`config.mk`:
```
export PLATFORM = sky130hd
export DESIGN_NAME = tcsf_lane
export DESIGN_NICKNAME = d
export VERILOG_FILES = /design/src/rtl/tcsf_pkg.sv /design/src/rtl/tcsf_lane.sv
export SDC_FILE = /design/constraint.sdc
export NUM_CORES = 1
export LEC_CHECK = 0
export CORE_ASPECT_RATIO = 1.75
export CORE_UTILIZATION = 55
export CTS_BUF_LIST = sky130_fd_sc_hd__clkbuf_16
export DETAILED_ROUTE_END_ITERATION = 10
export DONT_BUFFER_PORTS = 1
export GPL_TIMING_DRIVEN = 1
export PLACE_DENSITY = 0.81
export SYNTH_ARGS = -nofsm -noshare
export SYNTH_HDL_FRONTEND = slang
export SYNTH_SLANG_ARGS = --single-unit
```
`constraint.sdc`:
```
create_clock -name clk_i -period 15.7 [get_ports clk_i]
set_clock_uncertainty 0.05 [all_clocks]
set_input_delay 3.14 -clock clk_i [delete_from_list [all_inputs] [get_ports clk_i]]
set_output_delay 3.14 -clock clk_i [all_outputs]
set_load 0.1 [all_outputs]
```
`src/rtl/tcsf_pkg.sv`:
```
// Package for the terrain cell slope-failure core: widths, codes, lane and
// item types, and the neighbour spacing-class table. No dependencies.
`timescale 1ns / 1ps
`default_nettype none

package tcsf_pkg;

  // Height width (Q14.4 by default) and the derived field widths
  localparam int HB      = 18;
  localparam int NB_W    = HB + 1;        // one neighbour: height plus marker
  localparam int NUM_NB  = 8;
  localparam int RW      = 32;            // register and reciprocal width
  localparam int PROD_W  = HB + RW;       // drop times reciprocal, Q.28
  localparam int QB      = HB + 1;        // quotient bits kept by the divider
  localparam int NUM_W   = RW + 12;       // min_slope scaled by 4096
  localparam int REM_W   = RW + 1;
  localparam int MRG_LAT = 3;             // registered merge tree levels
  // lane, merge, divider entry, divider steps, output register
  localparam int LAT     = 1 + MRG_LAT + 1 + QB + 1;
  // decision hold stages, lined up with the quotient
  localparam int DLY     = QB - 1;

  localparam logic [HB-1:0] HMAX = {HB{1'b1}};

  // Reset values of the configuration registers
  localparam logic [RW-1:0] MIN_SLOPE_RST  = 32'd65536;
  localparam logic [RW-1:0] SPAN_RECIP_RST = 32'd16384;
  localparam logic [RW-1:0] INV_NS_RST     = 32'd16777216;

  typedef enum logic [1:0] {
    OUT_NONE   = 2'd0,
    OUT_STABLE = 2'd1,
    OUT_FAIL   = 2'd2
  } outcome_e;

  typedef enum logic [1:0] {
    REG_MIN_SLOPE  = 2'd0,
    REG_SPAN_RECIP = 2'd1,
    REG_INV_NS     = 2'd2
  } cfg_reg_e;

  typedef enum logic [1:0] {
    CLS_DIAG = 2'd0,
    CLS_EW   = 2'd1,
    CLS_NS   = 2'd2
  } dist_cls_e;

  // One lane's finding: slope, neighbour height, spacing reciprocal used
  typedef struct packed {
    logic [PROD_W-1:0] prod;
    logic [HB-1:0]     nh;
    logic [RW-1:0]     recip;
  } lane_t;

  // Center-cell fields that ride along the pipeline
  typedef struct packed {
    logic [HB-1:0] h;
    logic          marked;
    logic [HB-1:0] orig;
    logic [RW-1:0] stable;
    logic [15:0]   rnd;
  } item_t;

  // Decided result, waiting for the divider
  typedef struct packed {
    outcome_e      outcome;
    logic [HB-1:0] h;
    logic          marked;
    logic [HB-1:0] orig;
    logic [RW-1:0] stable;
    logic [HB-1:0] best_h;
  } dec_t;

  // Order NE, E, SE, S, SW, W, NW, N
  function automatic dist_cls_e dist_class(input int k);
    dist_cls_e c;
    unique case (k)
      1, 5:    c = CLS_EW;
      3, 7:    c = CLS_NS;
      default: c = CLS_DIAG;
    endcase
    return c;
  endfunction

endpackage

`default_nettype wire

```
`src/rtl/tcsf_lane.sv`:
```
// One neighbour lane: usability test and slope product, registered.
// Depends on tcsf_pkg.
`timescale 1ns / 1ps
`default_nettype none

module tcsf_lane (
  input  wire logic                  clk_i,
  input  wire logic [tcsf_pkg::HB-1:0]   h_i,
  input  wire logic [tcsf_pkg::NB_W-1:0] nb_i,
  input  wire logic [tcsf_pkg::RW-1:0]   recip_i,
  output tcsf_pkg::lane_t                lane_o
);
  import tcsf_pkg::*;

  logic [HB-1:0] nh;
  logic          usable;
  logic [HB-1:0] drop;
  lane_t         lane_d, lane_q;

  // Usable: nonzero, unmarked and strictly below the center
  always_comb begin
    nh     = nb_i[HB-1:0];
    usable = (nh != '0) && !nb_i[HB] && (nh < h_i);
    drop   = h_i - nh;
    lane_d.nh    = nh;
    lane_d.recip = recip_i;
    lane_d.prod  = usable ? (PROD_W'(drop) * PROD_W'(recip_i)) : '0;
  end

  always_ff @(posedge clk_i) begin
    lane_q <= lane_d;
  end

  assign lane_o = lane_q;

endmodule

`default_nettype wire

```
==> summary.md <==
| Metric | Value |
|---|---|
| Dominant synthesized flop cell | `dfxtp_1` |
| DRT Pass-1 Iters | `6` |
| Global-route congestion overflow total | `0` |
| Transition time of the tightest slew-check pin | `1200 ps` |
| Floorplan die height | `272 um` |
| Hold-fix buffers at CTS | `0` |
| Synthesized area divided by synthesized cell count | `8.40 um2` |
| Share of synthesized registers carrying an async set or reset | `0%` |
| Unrepaired setup endpoints after global routing | `no` |
| Violation count after the first detailed-route iteration | `1,317` |
| Clock tree from TritonCTS | `yes` |
| Avg Vias per Cell | `5.92` |
| Placer Congestion | `0.954` |
| WL/cell | `20.7 um` |
| Endpoints failing hold | `0` |
| Post-Syn Nets | `3,413` |
| HPWL after detailed placement | `50,100 um` |
| Starting utilization of the core area | `55.8%` |
| Placed Area | `0.0232 mm2` |
| Standard-cell row count | `98` |
| Post-route clock period utilization | `77.3%` |
| Post-CTS setup buffers | `0` |
| Pin count of the biggest net entering global routing | `87` |
| Share of layout cells above drive strength 1 | `2.36%` |
| Maximum fanout along the worst path | `47` |
| Critical setup path kind | `in2reg` |
| DIE AREA | `0.0424 mm2` |
| Via count of the first global-routing pass | `20,661` |
| Syn. warnings | `0` |
| Post-synthesis cell type with the largest combined area | `fa_1` |
| Largest register FFs | `100` |
| Start point of the worst hold path | `nb_i[15]` |
| Class of the tightest hold or removal check | `in2reg` |
| Post-synth design cell area | `0.0228 mm2` |
| Buffer type at the clock tree root | `clkbuf_16` |
| Number of max-cap violations | `0` |
| Top cell type's share of synthesized area | `42.2%` |
| Nature of the critical path endpoint | `flip-flop` |
| # clock sinks | `100` |
| DR DRC count | `0` |
| Die span in x | `156 um` |
| Post-synthesis instance total | `2,720` |
| Number of enable-type register cells in the synthesized netlist | `0` |
| Data arrival at the endpoint of the critical path | `12,340 ps` |
| Number of antenna-violating nets in the routed design | `0` |
| Max stage delay on crit path | `570 ps` |
| Max-slew headroom | `19.8%` |
| Cell occurring most often along the worst timing path | `fa_1` |
| Hold Crit Depth | `0` |
| Final Net Count | `3,273` |
| Number of I/O pins | `170` |
| Setup total negative slack | `0 ps` |
| Cell types occupying the most area after synthesis | `fa_1 42%, inv_1 10%, dfxtp_1 8.8%` |
| Total clock buffers created by CTS | `9` |
| #FFs+latches synth | `100` |
| Final count of negative-setup-slack endpoints | `0` |
| Count of final max-slew check failures | `0` |
| Distinct cell type count after synthesis | `54` |
| Max stage delay cell, worst path | `fa_1` |
| Number of antenna violations at the first check in global routing | `2` |
| Design Area, Final | `0.0235 mm2` |
| Kind of start point of the critical path | `input port` |
| Sequential area share after synthesis | `8.76%` |
| Clock buffer depth | `2` |
| CP required | `15,900 ps` |
| Max Clock Freq | `0.0824 GHz` |
| Post-layout minimum cycle time | `12,140 ps` |
| Post-cts repair resize count | `0` |
| Standard cell core area | `0.0410 mm2` |
| Global-route wire length before repair | `105,000 um` |
| PortBufs | `0` |
| Synthesis-to-finish area growth | `2.76%` |
| Total track usage | `32.8%` |
| Vias post-DR | `18,564` |
| Status | `finished, final reports clean` |
| Clock transition at the register clock pins on the worst setup and hold paths after CTS | `90 ps` |
| Endpoint of the worst hold-timing path | `lane_o[47]` |
| Number of H-tree levels | `3` |
| Overall routed net length | `64,800 um` |
==> worst max path at each step <==
stage | startpoint | end | slack (ps) | cells past startpoint
4_1_cts | h_i[0] | lane_o[97] | 3720 | 34
6_report | h_i[0] | lane_o[97] | 3560 | 34
2_1_floorplan | h_i[0] | lane_o[90] | 5000 | 34
3_5_place_dp | h_i[0] | lane_o[97] | 3330 | 34
5_1_grt | h_i[0] | lane_o[90] | 3210 | 34
3_3_place_gp | h_i[0] | lane_o[97] | 3460 | 34
==> metal layers <==
| metal | vias up | track usage [%] | share of wire, % |
|---|---|---|---|
| met5 | - | 0 | 0.019 |
| met4 | 2 | 27.9 | 9.4 |
| met3 | 415 | 5.70 | 7.0 |
| met2 | 1042 | 59.6 | 54 |
| met1 | 9259 | 31.5 | 30 |
| li1 | 7846 | - | - |
==> final cells by class <==
class / instances / area [um2]
fill: 3541 / 17500
inverter: 608 / 2280
tap: 550 / 688
clock buffer: 9 / 225
sequential: 100 / 2000
antenna: 2 / 5.00
clock inverter: 7 / 75.1
multi-input combinational: 1840 / 18000
timing repair buffer: 21 / 158
==> layout by cell type (no fill, tap or decap), types with 5 or more instances in the layout <==
cell type,netlist,layout
clkbuf_16,0,9
o31ai_1,5,5
nand2b_1,31,31
nand4_1,27,27
xnor2_1,27,20
a21oi_1,62,62
xnor2_2,0,5
o21ai_0,50,50
o21bai_1,9,9
and2_1,154,154
mux2i_1,18,18
fa_1,481,481
dfxtp_1,100,100
nand2_1,457,457
a31oi_1,19,19
a21o_1,32,32
nor2_1,77,73
or3_1,5,5
nor2b_1,28,28
nor3_1,12,12
o21a_1,11,11
a211oi_1,23,23
ha_1,142,141
nand3_1,62,62
nor4_1,5,5
and4_1,5,5
and3_1,5,5
buf_4,0,21
o22ai_1,14,14
o211ai_1,23,23
xor2_1,25,21
inv_1,607,609
==> through the flow <==
| stage | setup slack, ps | std cells | utilization, % | hold slack (ps) |
|---|---|---|---|---|
| finish | 3560 | 3137 | 57.3 | 2710 |
| global route | 3210 | 3135 | 57.3 | 2710 |
| CTS | 3720 | 3135 | 57.3 | 2710 |
| detailed placement | 3330 | 3119 | 56.6 | 3120 |
| global placement | 3460 | 3119 | 56.6 | 3120 |
| floorplan | 5000 | 2720 | - | 3120 |
==> logic make-up after synthesis <==
| family | share of synthesized area [%] |
|---|---|
| AO/OA/AOI/OAI | 7.90 |
| XOR/XNOR | 1.99 |
| adder cells (fa/ha/maj) | 49.9 |
| buffers and inverters | 12.9 |
| flip-flops | 8.76 |
| multiplexers | 0.789 |
| AND/OR/NAND/NOR | 17.7 |
==> worst max-delay path, delay by kind of cell <==
family	cells	cell delay (ps)
AND/OR/NAND/NOR	3	320
XOR/XNOR	1	190
adder cells (fa/ha/maj)	9	4100
AO/OA/AOI/OAI	14	3620
buffers and inverters	7	940
==> Yosys cell counts (4+ instances only) <==
cell        n
nor2b_1    28
a21oi_1    62
nor3_1     12
xnor2_1    27
a31oi_1    19
clkbuf_1  159
inv_1     607
a211o_1     4
nor4_1      5
and2_1    154
nand2b_1   31
nand3_1    62
and3_1      5
nor2_1     77
and4_1      5
buf_1       5
dfxtp_1   100
or3_1       5
o21ai_0    50
fa_1      481
ha_1      142
o31ai_1     5
a211oi_1   23
a21o_1     32
o21a_1     11
nand2_1   457
o21bai_1    9
nand4_1    27
o22ai_1    14
xor2_1     25
mux2i_1    18
o211ai_1   23
buf_2       5
Power is left out: the tool's default activity adds up to more than one toggle a clock period on the data nets, which glitch-free logic cannot reach.
