**src/rtl/tcsf_pkg.sv**
```systemverilog
// Package for the terrain cell slope-failure core: widths, codes, lane and
// item types, and the neighbour spacing-class table. No dependencies.
`timescale 1ns / 1ps
`default_nettype none

package tcsf_pkg;

  // Height width (Q14.4 by default) and the derived field widths
  localparam int HB      = 18;
  localparam int NB_W    = HB + 1;        // one neighbour: height plus marker
  localparam int NUM_NB  = 8;
  localparam int RW      = 32;            // register and reciprocal width
  localparam int PROD_W  = HB + RW;       // drop times reciprocal, Q.28
  localparam int QB      = HB + 1;        // quotient bits kept by the divider
  localparam int NUM_W   = RW + 12;       // min_slope scaled by 4096
  localparam int REM_W   = RW + 1;
  localparam int MRG_LAT = 3;             // registered merge tree levels
  // lane, merge, divider entry, divider steps, output register
  localparam int LAT     = 1 + MRG_LAT + 1 + QB + 1;
  // decision hold stages, lined up with the quotient
  localparam int DLY     = QB - 1;

  localparam logic [HB-1:0] HMAX = {HB{1'b1}};

  // Reset values of the configuration registers
  localparam logic [RW-1:0] MIN_SLOPE_RST  = 32'd65536;
  localparam logic [RW-1:0] SPAN_RECIP_RST = 32'd16384;
  localparam logic [RW-1:0] INV_NS_RST     = 32'd16777216;

  typedef enum logic [1:0] {
    OUT_NONE   = 2'd0,
    OUT_STABLE = 2'd1,
    OUT_FAIL   = 2'd2
  } outcome_e;

  typedef enum logic [1:0] {
    REG_MIN_SLOPE  = 2'd0,
    REG_SPAN_RECIP = 2'd1,
    REG_INV_NS     = 2'd2
  } cfg_reg_e;

  typedef enum logic [1:0] {
    CLS_DIAG = 2'd0,
    CLS_EW   = 2'd1,
    CLS_NS   = 2'd2
  } dist_cls_e;

  // One lane's finding: slope, neighbour height, spacing reciprocal used
  typedef struct packed {
    logic [PROD_W-1:0] prod;
    logic [HB-1:0]     nh;
    logic [RW-1:0]     recip;
  } lane_t;

  // Center-cell fields that ride along the pipeline
  typedef struct packed {
    logic [HB-1:0] h;
    logic          marked;
    logic [HB-1:0] orig;
    logic [RW-1:0] stable;
    logic [15:0]   rnd;
  } item_t;

  // Decided result, waiting for the divider
  typedef struct packed {
    outcome_e      outcome;
    logic [HB-1:0] h;
    logic          marked;
    logic [HB-1:0] orig;
    logic [RW-1:0] stable;
    logic [HB-1:0] best_h;
  } dec_t;

  // Order NE, E, SE, S, SW, W, NW, N
  function automatic dist_cls_e dist_class(input int k);
    dist_cls_e c;
    unique case (k)
      1, 5:    c = CLS_EW;
      3, 7:    c = CLS_NS;
      default: c = CLS_DIAG;
    endcase
    return c;
  endfunction

endpackage

`default_nettype wire

```
**src/rtl/tcsf_div.sv**
```systemverilog
// Pipelined restoring divider: floor(dvd * 4096 / dvs), one quotient bit per
// stage, with an overflow flag when the quotient needs more than QB bits.
// Depends on tcsf_pkg.
`timescale 1ns / 1ps
`default_nettype none

module tcsf_div (
  input  wire logic                   clk_i,
  input  wire logic [tcsf_pkg::RW-1:0] dvd_i,
  input  wire logic [tcsf_pkg::RW-1:0] dvs_i,
  output logic      [tcsf_pkg::QB-1:0] quo_o,
  output logic                        ovf_o
);
  import tcsf_pkg::*;

  logic [REM_W-1:0] rem_q [QB];
  logic [NUM_W-1:0] num_q [QB];
  logic [RW-1:0]    dvs_q [QB];
  logic [QB-1:0]    quo_q [QB+1];
  logic             ovf_q [QB+1];

  logic [NUM_W-1:0] num0;
  logic [REM_W-1:0] top0;

  // Entry: the leading part of the dividend, overflow if it reaches dvs
  always_comb begin
    num0 = {dvd_i, 12'b0};
    top0 = REM_W'(num0[NUM_W-1:QB]);
  end

  always_ff @(posedge clk_i) begin
    rem_q[0] <= top0;
    num_q[0] <= num0;
    dvs_q[0] <= dvs_i;
    quo_q[0] <= '0;
    ovf_q[0] <= (top0 >= {1'b0, dvs_i});
  end

  // One quotient bit per stage, most significant first
  for (genvar k = 1; k <= QB; k++) begin : g_step
    logic [REM_W-1:0] t;
    logic             ge;

    always_comb begin
      t  = {rem_q[k-1][RW-1:0], num_q[k-1][QB-k]};
      ge = (t >= {1'b0, dvs_q[k-1]});
    end

    always_ff @(posedge clk_i) begin
      quo_q[k] <= {quo_q[k-1][QB-2:0], ge};
      ovf_q[k] <= ovf_q[k-1];
    end

    if (k < QB) begin : g_carry
      always_ff @(posedge clk_i) begin
        rem_q[k] <= ge ? (t - {1'b0, dvs_q[k-1]}) : t;
        num_q[k] <= num_q[k-1];
        dvs_q[k] <= dvs_q[k-1];
      end
    end
  end

  assign quo_o = quo_q[QB];
  assign ovf_o = ovf_q[QB];

endmodule

`default_nettype wire

```
**config.mk**
```make
export PLATFORM = sky130hd
export DESIGN_NAME = tcsf_div
export DESIGN_NICKNAME = d
export VERILOG_FILES = /design/src/rtl/tcsf_pkg.sv /design/src/rtl/tcsf_div.sv
export SDC_FILE = /design/constraint.sdc
export NUM_CORES = 2
export LEC_CHECK = 0
export BUFFER_PORTS_ARGS = -buffer_cell sky130_fd_sc_hd__clkbuf_2
export CORE_MARGIN = 2
export CORE_UTILIZATION = 38
export DETAILED_ROUTE_END_ITERATION = 8
export PLACE_DENSITY = 0.51
export RECOVER_POWER = 25
export SETUP_SLACK_MARGIN = 0.1
export SYNTH_ARGS = -nofsm -noshare
export SYNTH_HDL_FRONTEND = slang
export SYNTH_SLANG_ARGS = --single-unit
```
**constraint.sdc**
```tcl
create_clock -name clk_i -period 4.1 [get_ports clk_i]
set_input_delay 0.615 -clock clk_i [delete_from_list [all_inputs] [get_ports clk_i]]
set_output_delay 0.615 -clock clk_i [all_outputs]
set_load 0.1 [all_outputs]
```
==> results.yml <==
outcome:
  status: "finished clean"
route:
  vias: 51500
  drt_iter0_markers: 3212
  drtAntennaViolNets: 0
  routedWlPerCell_um: 18.1
  drc: 0
  dr.pass1.iters: 6
  wl_um: 182000
  vias_per_cell: 5.11
cells_and_area:
  final_common_cell: "dfxtp_1"
  area_growth_pct: 14.8
  fillers: 17300
  layout_common_cells: "1447 x dfxtp_1, 776 x inv_1, 626 x ha_1"
  nNetsFinal: 8296
  drive_gt1_share_pct: 9.67
global_route:
  use_met2_pct: 31.4
  grt-ovfl-total: 0
  grt_max_degree: 53
  grt_use_met1_pct: 27.1
  grt_pass1_vias: 50900
  grt_pass1_wl_um: 285000
  grt_most_used_layer: "met2"
  antenna_found_initial: 10
  grt_use_met3_pct: 4.13
  grt_util_all_layers_pct: 19.8
logic_synthesis:
  async_reset_ff_share_pct: 0
  synth_edf_count: 0
  synthCells: 7347
  ys_types: 97
  netlist_area_um2: 68100
  yosys-top-cells-area: "dfxtp_1 43%, ha_1 12%, inv_1 4.3%"
  netlist.area_leader.share_pct: 42.6
  yosysWarnings: 0
  yosys.area.top_type: "dfxtp_1"
  synth_ff_type: "dfxtp_1"
  synth_nets: 8056
  synth.avg_cell_area_um2: 9.26
  seq_area_frac_synth_pct: 42.6
  synth_seq_cells: 1447
critical_path:
  cp_max_fo: 33
  rr_worst_depth: 13
  worstPathRequired_ns: 4.81
  cp-start-kind: "flop"
  slowest_delay_ns: 0.52
  crit_chain: "inv_1, ha_1, and3_1, o21ai_0, nand3_1, a41oi_1, o311ai_1, a21oi_1, o21ai_1, a221o_1, a21oi_4, buf_12, mux2_2"
  regToRegSetupSlack_ns: 0.27
  cp_top_family: "compound AO/OA/AOI/OAI gates"
  cp_slowest_cell: "a41oi_1"
  worstSetupEndpointType: "flop"
  rr_startpoint: "dvs_q[6][2]"
  cp-startpoint: "dvs_q[6][2]"
  path_buf_inv: 2
  regToRegEndpoint: "rem_q[7][6]"
  arrival_ns: 4.53
  critPathKind: "reg2reg"
timing:
  timing.fmax_mhz: 261
  setup_slack_ns: 0.275
  tightest_slew_ns: 0.912
  period_minus_slack_ns: 3.83
  slew_viol_final: 0
  finClkSkew_ns: 0.0768
  relSlewSlack_pct: 38.8
  min_period_over_period_pct: 93.3
  setup_tns_ns: 0
  rsz0062_at_grt: "no"
  setup_viol: 0
  finalHoldViolCount: 0
die:
  start_util_pct: 38.2
  die-area_um2: 183000
  fp-row-count: 155
  fp.coreArea_um2: 178000
  dieWidth_um: 427
  die_h_um: 427
  boundaryPins: 85
place:
  dpl_worst_slack_ns: 0.229
  finalWeightedCongestion: 0.928
  dp_hpwl_um: 144000
  portBuffers: 84
cts:
  cts.reportedPaths.clkPinSlew_ns: 0.06
  cts_buffer_depth: 3
  cts_buffers: 162
  htree_num_levels: 4
  clkLatencyLatePin_ns: 0.83
  cts_setup_buffers: 0
  cts_sinks: 1447
  cts_tree: "done"
  cts_root_buf: "clkbuf_16"
power_and_ir_drop:
  leakagePower_nw: 36.4
  p_per_area_nw_per_um2: 851
  ir_drop_mv: 0.397
run:
  cap_violations: 0
hold_path:
  min_to: "dvs_q[11][31]"
  hp-start: "dvs_q[10][31]"
  holdCritPathClass: "reg2reg"
  worstHoldPathCells: 0
## registers in the layout, summed over array words and instances, names as in the netlist
| register | flops |
|---|---|
| dvs_q | 608 |
| rem_q | 600 |
| quo_q | 190 |
| num_q | 29 |
| ovf_q | 20 |
## report_power, final
group	total, mW	switching, mW	internal (mW)
combinational	31.2	17.4	13.9
sequential	20.2	2.29	17.9
clock	15.0	6.15	8.82
## cell families (layout without fill, tap and decap cells)
family                     count (synthesis)  in the layout  share of synthesized area [%]
and+or+nand+nor                         1601           1601                           11.3
muxes                                    246            246                           4.17
DFF                                     1447           1447                           42.6
adders and majority gates                644            644                           12.0
xor gates and xnor gates                 464            464                           5.97
buffers and inverters                    959           1327                           5.44
other                                      0              2                              0
AOI/OAI and AO/OA                       1986           1986                           18.6
## through the flow
| step | hold WS (ns) | cells | utilization, % | power [mW] | instance area, um^2 |
|---|---|---|---|---|---|
| global route | 0.323 | 10100 | 43.8 | 71.4 | 78100 |
| CTS | 0.307 | 10100 | 43.8 | 66.9 | 78100 |
| floorplan | 0.310 | 7347 | - | 43.2 | 68100 |
| finish | 0.314 | 10100 | 43.8 | 66.5 | 78100 |
| detailed placement | 0.312 | 9714 | 40.3 | 51.4 | 71800 |
| global placement | 0.310 | 9714 | 40.3 | 51.3 | 71800 |
## synth_stat cells, types with 136 or more instances
cell,instances
nor2_1,368
clkbuf_1,136
nand2_1,528
ha_1,626
o21ai_0,496
a21oi_1,557
a21o_1,308
mux2_2,197
dfxtp_1,1447
xor2_1,189
inv_1,777
xnor2_1,275
## worst reg2reg max path, cell delays in order (launching register included)
cell      delay [ns]
dfxtp_1         0.35
inv_1           0.05
ha_1            0.35
and3_1          0.28
o21ai_0         0.16
nand3_1         0.15
a41oi_1         0.52
o311ai_1        0.22
a21oi_1         0.29
o21ai_1         0.17
a221o_1         0.38
a21oi_4         0.19
buf_12          0.23
mux2_2          0.39
## how the worst max path moves through the flow
stage                     slack [ns]       endpoint  cells past startpoint
after floorplan                 0.85  rem_q[16][11]                     14
after global placement          0.25    rem_q[1][9]                     10
after detailed placement        0.23    rem_q[1][9]                     10
after CTS                       0.21    rem_q[1][9]                     10
after global routing            0.12    rem_q[1][9]                     10
final                           0.27    rem_q[7][6]                     13
## timing repair
action                                  4_1_cts  5_1_grt
gates resized for setup                       0        7
hold buffers                                 64        0
endpoints found under the setup margin        0       61
endpoints found under the hold margin        64        0
## final cells by class
class | count | area (um^2) | area share (%)
Antenna cell | 2 | 5.00 | 0.00641
Clock inverter | 73 | 1150 | 1.47
Tap cell | 2355 | 2950 | 3.77
Clock buffer | 219 | 4530 | 5.80
Sequential cell | 1447 | 29000 | 37.1
Timing Repair Buffer | 258 | 2090 | 2.67
Multi-Input combinational cell | 4941 | 35500 | 45.5
Inverter | 777 | 2920 | 3.73
## metal layers
metal	share of wire [%]	wire length, um
met5	0	0
met4	2.5	4590
met3	5.6	10200
met2	44	79900
met1	48	87200
(Power assumes the default switching activity.)
