--- config.mk ---
export PLATFORM = sky130hd
export DESIGN_NAME = tcsf_merge
export DESIGN_NICKNAME = d
export VERILOG_FILES = /design/src/rtl/tcsf_pkg.sv /design/src/rtl/tcsf_merge.sv
export SDC_FILE = /design/constraint.sdc
export NUM_CORES = 1
export LEC_CHECK = 0
export BUFFER_PORTS_ARGS = -buffer_cell sky130_fd_sc_hd__clkbuf_2
export CAP_MARGIN = 0
export CORE_AREA = 2 2 352 354
export DETAILED_ROUTE_END_ITERATION = 7
export DIE_AREA = 0 0 354 356
export SYNTH_ARGS = -nofsm -noshare
export SYNTH_HDL_FRONTEND = slang
export SYNTH_SLANG_ARGS = --single-unit
--- constraint.sdc ---
create_clock -name clk_i -period 3.6 [get_ports clk_i]
set_input_delay 0 -clock clk_i [delete_from_list [all_inputs] [get_ports clk_i]]
set_output_delay 0 -clock clk_i [all_outputs]
set_load 0.05 [all_outputs]
--- src/rtl/tcsf_pkg.sv ---
// Package for the terrain cell slope-failure core: widths, codes, lane and
// item types, and the neighbour spacing-class table. No dependencies.
`timescale 1ns / 1ps
`default_nettype none

package tcsf_pkg;

  // Height width (Q14.4 by default) and the derived field widths
  localparam int HB      = 18;
  localparam int NB_W    = HB + 1;        // one neighbour: height plus marker
  localparam int NUM_NB  = 8;
  localparam int RW      = 32;            // register and reciprocal width
  localparam int PROD_W  = HB + RW;       // drop times reciprocal, Q.28
  localparam int QB      = HB + 1;        // quotient bits kept by the divider
  localparam int NUM_W   = RW + 12;       // min_slope scaled by 4096
  localparam int REM_W   = RW + 1;
  localparam int MRG_LAT = 3;             // registered merge tree levels
  // lane, merge, divider entry, divider steps, output register
  localparam int LAT     = 1 + MRG_LAT + 1 + QB + 1;
  // decision hold stages, lined up with the quotient
  localparam int DLY     = QB - 1;

  localparam logic [HB-1:0] HMAX = {HB{1'b1}};

  // Reset values of the configuration registers
  localparam logic [RW-1:0] MIN_SLOPE_RST  = 32'd65536;
  localparam logic [RW-1:0] SPAN_RECIP_RST = 32'd16384;
  localparam logic [RW-1:0] INV_NS_RST     = 32'd16777216;

  typedef enum logic [1:0] {
    OUT_NONE   = 2'd0,
    OUT_STABLE = 2'd1,
    OUT_FAIL   = 2'd2
  } outcome_e;

  typedef enum logic [1:0] {
    REG_MIN_SLOPE  = 2'd0,
    REG_SPAN_RECIP = 2'd1,
    REG_INV_NS     = 2'd2
  } cfg_reg_e;

  typedef enum logic [1:0] {
    CLS_DIAG = 2'd0,
    CLS_EW   = 2'd1,
    CLS_NS   = 2'd2
  } dist_cls_e;

  // One lane's finding: slope, neighbour height, spacing reciprocal used
  typedef struct packed {
    logic [PROD_W-1:0] prod;
    logic [HB-1:0]     nh;
    logic [RW-1:0]     recip;
  } lane_t;

  // Center-cell fields that ride along the pipeline
  typedef struct packed {
    logic [HB-1:0] h;
    logic          marked;
    logic [HB-1:0] orig;
    logic [RW-1:0] stable;
    logic [15:0]   rnd;
  } item_t;

  // Decided result, waiting for the divider
  typedef struct packed {
    outcome_e      outcome;
    logic [HB-1:0] h;
    logic          marked;
    logic [HB-1:0] orig;
    logic [RW-1:0] stable;
    logic [HB-1:0] best_h;
  } dec_t;

  // Order NE, E, SE, S, SW, W, NW, N
  function automatic dist_cls_e dist_class(input int k);
    dist_cls_e c;
    unique case (k)
      1, 5:    c = CLS_EW;
      3, 7:    c = CLS_NS;
      default: c = CLS_DIAG;
    endcase
    return c;
  endfunction

endpackage

`default_nettype wire

--- src/rtl/tcsf_merge.sv ---
// Registered three-level tree that picks the steepest lane; on equal slopes
// the lower lane index wins. Depends on tcsf_pkg.
`timescale 1ns / 1ps
`default_nettype none

module tcsf_merge (
  input  wire logic            clk_i,
  input  wire tcsf_pkg::lane_t lane_i [tcsf_pkg::NUM_NB],
  output tcsf_pkg::lane_t      win_o
);
  import tcsf_pkg::*;

  lane_t l1_q [4];
  lane_t l2_q [2];
  lane_t l3_q;

  // Take the later one only when strictly steeper
  function automatic lane_t pick(input lane_t a, input lane_t b);
    return (b.prod > a.prod) ? b : a;
  endfunction

  always_ff @(posedge clk_i) begin
    for (int i = 0; i < 4; i++) begin
      l1_q[i] <= pick(lane_i[2*i], lane_i[2*i+1]);
    end
    for (int i = 0; i < 2; i++) begin
      l2_q[i] <= pick(l1_q[2*i], l1_q[2*i+1]);
    end
    l3_q <= pick(l2_q[0], l2_q[1]);
  end

  assign win_o = l3_q;

endmodule

`default_nettype wire

==> impl_metrics.yaml, run 1 <==
logic_synthesis:
  synth.distinct_cells: 44
  yosys-top-cells-count: "dfxtp_1 (700), mux2_2 (681), inv_1 (364)"
  syn_nets: 3883
  syn_area_per_cell_um2: 11.37
  synth_area_leader_cell: "dfxtp_1"
  synthTopCellsByArea: "dfxtp_1 (45%), mux2_2 (25%), ha_1 (14%), inv_1 (4.4%), a21oi_1 (2.1%)"
  synth_edf_count: 0
  synthFlopType: "dfxtp_1"
  synth_most_common_cell: "dfxtp_1"
  async_reset_ff_share_pct: 0
  synth-seq-cells: 700
  ys_warn_count: 0
  synth_top_area_share_pct: 45.11
  netlist_instances: 2732
  syn_area_mm2: 0.03106
  yosysSeqAreaShare_pct: 45.11
global_routing:
  antenna_found_initial: 35
  grt_overflow: 0
  grt_usage_pct: 19.15
  grt_max_degree: 59
  grt_first_pass_wirelength_mm: 178.5
  grt_pass1_vias: 29070
timing:
  slew_violations: 0
  finClkSkew_ns: 0.03882
  rsz0062_at_grt: "no"
  clock.fmax_ghz: 0.2850
  setup_viol: 0
  tightest_slew_ns: 0.7193
  fin_crit_ns: 3.509
  relSlewSlack_pct: 50.81
  finalCritPeriodShare_pct: 97.48
  hold_violations: 0
  setup_tns_ns: 0
floorplanning:
  dieArea_mm2: 0.1260
  rows: 129
  initial_core_util_pct: 25.32
  die_h_um: 356
  die_x_um: 354
  core_area_mm2: 0.1227
  io_pins: 901
final_layout:
  drive_gt1_share_pct: 39.80
  stdcell_count: 6246
  finalNetCount: 5674
  synthToLayoutAreaGrowth_pct: 58.40
power:
  p_switching_uw: 10230
  combPwrFrac_pct: 35.2
  switching_share_pct: 34.58
  cellLeakagePower_uw: 0.02322
  internal-power_uw: 19350
  power.density_mw_per_mm2: 601.0
  peakVddDrop_mv: 0.5306
  clockPowerShare_pct: 29.2
  seqPwrFrac_pct: 35.6
critical_path:
  critical_path_buf_inv_count: 8
  worstSetupPathType: "in2reg"
  rr_startpoint: "l1_q[0][55]"
  cpPeakStageDelay_ns: 0.58
  worstPathCellList: "dlygate4sd3_1 -> clkbuf_2 -> inv_1 -> ha_1 -> nand4_1 -> nor4_2 -> buf_4 -> nand4_1 -> nor4_2 -> buf_4 -> a21boi_1 -> o21a_4 -> buf_12 -> buf_12 -> mux2_2 -> dlygate4sd3_1"
  setup.worst_path.start_class: "input port"
  crit_cells: 16
  endpoint_kind: "flop"
  cp.arrival_ns: 4.02
  critPathRequiredTime_ns: 4.11
  critPathSlowestCell: "dlygate4sd3_1"
  crit_path_max_fanout: 18
  rr_worst_depth: 12
  startpoint: "lane_i[598]"
  critPathTopFamily: "buffers and inverters"
drt:
  wl_met2_mm: 56.93
  routed.top_layer: "met5"
  drt-pass1-iter-count: 5
  wl_met3_mm: 7.264
  drc: 0
  vias_per_cell: 4.376
  first_iter_violations: 1349
  wire_per_inst_um: 20.17
  wl_mm: 126.0
  ant_nets: 0
  wl_met1_mm: 56.45
  route.vias.total: 27330
place:
  place_congestion: 0.8982
  portBuffers: 900
  dp_hpwl_mm: 96.00
  dp_cells: 5274
clock_network:
  htreeDepth: 3
  numCtsBuffers: 78
  clk_pin_slew_ns: 0.06
  clk_path_buf_depth: 3
  cts_tree: "built"
  cts.sinks: 700
  insertion_delay_ns: 0.65
  cts_root_buf: "clkbuf_16"
job:
  maxCapViolCount: 0
status:
  status: "finished, final reports clean"
min_path:
  hold_path_class: "in2reg"
  hp-start: "lane_i[20]"
  holdPathStages: 3
placed cells by master, fill, tap and decap left out, types with 3 or more instances in the layout:
cell / count
nor4_1: 8
mux2_2: 681
nor3_1: 13
a21o_1: 23
mux2_1: 9
buf_4: 62
inv_6: 3
dfxtp_1: 700
nand2_1: 81
clkbuf_8: 17
a221o_1: 6
mux2_4: 10
a211oi_1: 19
clkinv_8: 3
ha_1: 350
nand4_1: 66
dlygate4sd3_1: 800
nor4_2: 4
o31ai_1: 3
diode_2: 24
inv_1: 364
a2111oi_0: 4
clkinv_16: 3
o21ai_0: 46
clkbuf_1: 8
o211ai_1: 5
clkinv_4: 3
and4_1: 8
nor2_1: 36
clkinv_2: 9
clkbuf_2: 900
nand3_1: 44
buf_12: 22
a221oi_1: 12
bufinv_16: 11
a21oi_1: 130
clkinvlp_4: 6
clkbuf_16: 79
nand2b_1: 4
cell type report:
| cell class | count | area [um^2] |
|---|---|---|
| inverter | 364 | 1366 |
| multi-input combinational | 1593 | 15420 |
| tap | 1637 | 2048 |
| fill | 11600 | 73460 |
| sequential | 700 | 14010 |
| clock buffer | 103 | 2216 |
| clock inverter | 39 | 623.1 |
| antenna | 24 | 60.06 |
| timing repair buffer | 1786 | 13450 |
registers in the layout, summed over array words and instances, names as in the netlist:
register  flops
win_o       100
l2_q        200
l1_q        400
final timing paths:
check | to | slack [ns]
max | l1_q[1][32] | 0.09
min | l1_q[3][20] | 0.11
max reg2reg | l2_q[0][36] | 0.24
min reg2reg | l2_q[0][36] | 0.44
power by group through the flow:
stage	combinational [uW]	sequential (uW)	clock (uW)
6_report	10400	10500	8640
5_1_grt	11100	10700	9150
4_1_cts	10400	10500	8840
3_5_place_dp	9210	10600	0
3_3_place_gp	9130	10700	0
2_1_floorplan	4010	12200	0
per-layer routing:
metal  up-vias  GRT usage [%]
met1     12980          24.90
li1      13180              -
met5         -              0
met3       272          3.826
met4        14          8.661
met2       888          30.59
worst reg2reg max path, delay by kind of cell, from the launching register on:
kind / cells / cell delay, ns
buffers and inverters: 4 / 0.68
muxes: 1 / 0.34
adders and majority gates: 1 / 0.31
DFF: 1 / 0.33
AOI/OAI and AO/OA: 6 / 1.63
per-stage QoR:
stage / hold slack, ns / total power (uW) / worst slack (ns) / util, % / area [um^2]
4_1_cts: 0.02628 / 29720 / 0.004639 / 39.97 / 49030
3_3_place_gp: 0.2274 / 19800 / 0.2537 / 31.13 / 38180
6_report: 0.1096 / 29570 / 0.09082 / 40.11 / 49210
2_1_floorplan: 0.1445 / 16230 / 0.7694 / - / 31060
3_5_place_dp: 0.2289 / 19860 / 0.2005 / 31.13 / 38180
5_1_grt: 0.07787 / 30950 / 0.01084 / 40.10 / 49190
kinds of logic (layout without fill, tap and decap cells):
family	after synthesis	in the layout	synth area share (%)
AND/OR/NAND/NOR	273	273	4.414
other	0	24	0
flip-flops	700	700	45.11
AO/OA/AOI/OAI	270	270	5.228
multiplexers	700	700	25.50
buffers and inverters	439	2292	5.655
adder cells (fa/ha/maj)	350	350	14.10
repair_timing:
action | CTS | global route
setup endpoints to repair | 0 | 241
resized for setup | 0 | 6
hold buffers | 800 | 0
endpoints found under the hold margin | 400 | 0
buffers inserted | 0 | 5
Power figures use the tool's default switching activity.
==> inputs of run 2 (changes only) <==
--- a/config.mk
+++ b/config.mk
@@ -5,11 +5,12 @@
 export SDC_FILE = /design/constraint.sdc
 export NUM_CORES = 1
 export LEC_CHECK = 0
+export ABC_AREA = 1
 export BUFFER_PORTS_ARGS = -buffer_cell sky130_fd_sc_hd__clkbuf_2
 export CAP_MARGIN = 0
-export CORE_AREA = 2 2 352 354
+export CORE_AREA = 2 2 355 357
 export DETAILED_ROUTE_END_ITERATION = 7
-export DIE_AREA = 0 0 354 356
+export DIE_AREA = 0 0 357 359
 export SYNTH_ARGS = -nofsm -noshare
 export SYNTH_HDL_FRONTEND = slang
 export SYNTH_SLANG_ARGS = --single-unit
==> run 2 against run 1 <==
  * Register-to-register slack better by 0.08 ns
  * First-iteration DRC count up 92%
  * Cell area up 4.9%
  * Largest cell class unchanged
  * Non-clock buffer count down 24
  * Sequential share of layout area down 1.3 points
  * Routed wire length up 19%
  * Synthesized area up 12%
  * Combinational power up 16%
  * Global-route usage up 3.4 points
  * Power up 6.9%
==> impl_metrics.yaml, run 2 <==
critical_path:
  cp.arrival_ns: 3.97
  worstSetupPathType: "in2reg"
  critPathRequiredTime_ns: 4.17
  rr_startpoint: "l1_q[0][99]"
  setup.worst_path.start_class: "input port"
  crit_path_max_fanout: 34
  cpPeakStageDelay_ns: 0.57
  startpoint: "lane_i[387]"
  endpoint_kind: "flop"
  critPathSlowestCell: "dlygate4sd3_1"
  worstPathCellList: "dlygate4sd3_1 -> clkbuf_2 -> inv_1 -> ha_1 -> nand2_1 -> nor2_1 -> inv_1 -> nor3_1 -> nand3b_1 -> or2_4 -> nand2_8 -> buf_4 -> nand2_2 -> nand2_2 -> dlygate4sd3_1"
logic_synthesis:
  synthTopCellsByArea: "dfxtp_1 (40%), nand2_1 (17%), ha_1 (13%), nand3_1 (9.3%), inv_1 (4.6%)"
  async_reset_ff_share_pct: 0
  syn_area_per_cell_um2: 7.514
  syn_nets: 5772
  synth_area_leader_cell: "dfxtp_1"
  synth_most_common_cell: "nand2_1"
  synth.distinct_cells: 36
  synthFlopType: "dfxtp_1"
  synth_edf_count: 0
  netlist_instances: 4621
  syn_area_mm2: 0.03472
  yosysSeqAreaShare_pct: 40.36
  yosys-top-cells-count: "nand2_1 (1574), dfxtp_1 (700), nand3_1 (648)"
  ys_warn_count: 0
  synth-seq-cells: 700
  synth_top_area_share_pct: 40.36
status:
  status: "finished, final reports clean"
clock_network:
  cts.sinks: 700
  cts_tree: "built"
  clk_path_buf_depth: 3
  post_cts_resized: 0
  cts_root_buf: "clkbuf_16"
  insertion_delay_ns: 0.65
  clk_pin_slew_ns: 0.06
  numCtsBuffers: 79
  htreeDepth: 3
min_path:
  hp-start: "lane_i[442]"
  hold_path_class: "in2reg"
drt:
  drt-pass1-iter-count: 6
  wl_mm: 150.2
  route.vias.total: 36550
  ant_nets: 0
  drc: 0
  first_iter_violations: 2585
  vias_per_cell: 4.590
  wire_per_inst_um: 18.87
final_layout:
  nFillCells: 12430
  largest_register_ff_count: 400
  regMostFlops: "l1_q"
  drive_gt1_share_pct: 22.87
  stdcell_count: 7963
  mostFrequentLayoutCell: "nand2_1"
  layout_common_cells: "nand2_1 (1569), clkbuf_2 (900), dlygate4sd3_1 (800)"
  synthToLayoutAreaGrowth_pct: 48.61
  finalNetCount: 7390
timing:
  slew_violations: 0
  tightest_slew_ns: 1.061
  setup_viol: 0
  relSlewSlack_pct: 29.28
  finalCritPeriodShare_pct: 94.53
  setup_tns_ns: 0
  setup_ws_ns: 0.1970
  clock.fmax_ghz: 0.2939
  finClkSkew_ns: 0.04244
  hold_violations: 0
  rsz0062_at_grt: "no"
  fin_crit_ns: 3.403
global_routing:
  grt_max_degree: 101
  grt_overflow: 0
  grt_pass1_vias: 36360
  grt_usage_pct: 22.58
  antenna_found_initial: 27
  grt_first_pass_wirelength_mm: 218.3
floorplanning:
  die_x_um: 357
  die_h_um: 359
  rows: 130
  io_pins: 901
  dieArea_mm2: 0.1282
  initial_core_util_pct: 27.87
  core_area_mm2: 0.1246
job:
  maxCapViolCount: 0
power:
  peakVddDrop_mv: 0.9199
  power.density_mw_per_mm2: 612.6
  cellLeakagePower_uw: 0.02762
place:
  dp_cells: 7008
  portBuffers: 900
  dp_slack_ns: 0.4081
  place_congestion: 0.9269
  dp_hpwl_mm: 115.9
[run 2: final cells by class]
type                       instances  area [um^2]  area share, %
antenna                           13        32.53        0.06305
multi-input combinational       3247        17860          34.61
clock inverter                    37        520.5          1.009
tap                             1650         2064          4.001
clock buffer                     105         2245          4.350
timing repair buffer            1762        13180          25.54
sequential                       700        14010          27.16
inverter                         449         1685          3.266
[run 2: power breakdown]
part           switching, uW  internal [uW]  leakage, uW
Combinational           7920           4170       0.0204
Sequential              1220           9860      0.00590
Clock                   3470           4960      0.00135
Total                  12600          19000       0.0276
[run 2: worst paths after layout]
path,slack [ns],cells past startpoint,to
hold reg to reg,0.40,2,win_o[38]
hold / removal,0.1,4,l1_q[1][42]
setup / recovery,0.20,15,l1_q[2][1]
setup reg to reg,0.32,12,l2_q[0][34]
[run 2: metal layers]
metal | share of wire [%] | vias to the layer above | track usage (%)
li1 | - | 17940 | -
met1 | 42 | 16960 | 28.16
met2 | 47 | 1388 | 38.46
met3 | 6.5 | 253 | 4.086
met4 | 3.7 | 12 | 8.420
met5 | 0.053 | - | 0
[run 2: critical path: cells and delay by family]
family,cells,cell delay (ns)
AND/OR/NAND/NOR,8,1.88
buffers and inverters,6,1.76
adder cells (fa/ha/maj),1,0.28
[run 2: logic make-up after synthesis]
logic type / synth area share, %
buf+inv: 8.623
simple gates: 35.54
compound gates: 2.861
fa+ha+maj: 12.61
flops: 40.36
[run 2: through the flow]
step	util (%)	power (uW)	hold WS, ns	instance area [um^2]
6_report	41.41	31610	0.09506	51600
5_1_grt	41.41	33510	0.08004	51590
4_1_cts	41.39	31890	0.04257	51560
3_5_place_dp	32.74	22100	0.1929	40790
3_3_place_gp	32.74	22000	0.1937	40790
2_1_floorplan	-	17750	0.1013	34720
[run 2: what timing repair did]
item / in CTS / in global routing
hold buffers: 800 / 0
endpoints found under the hold margin: 400 / 0
setup buffers: 0 / 0
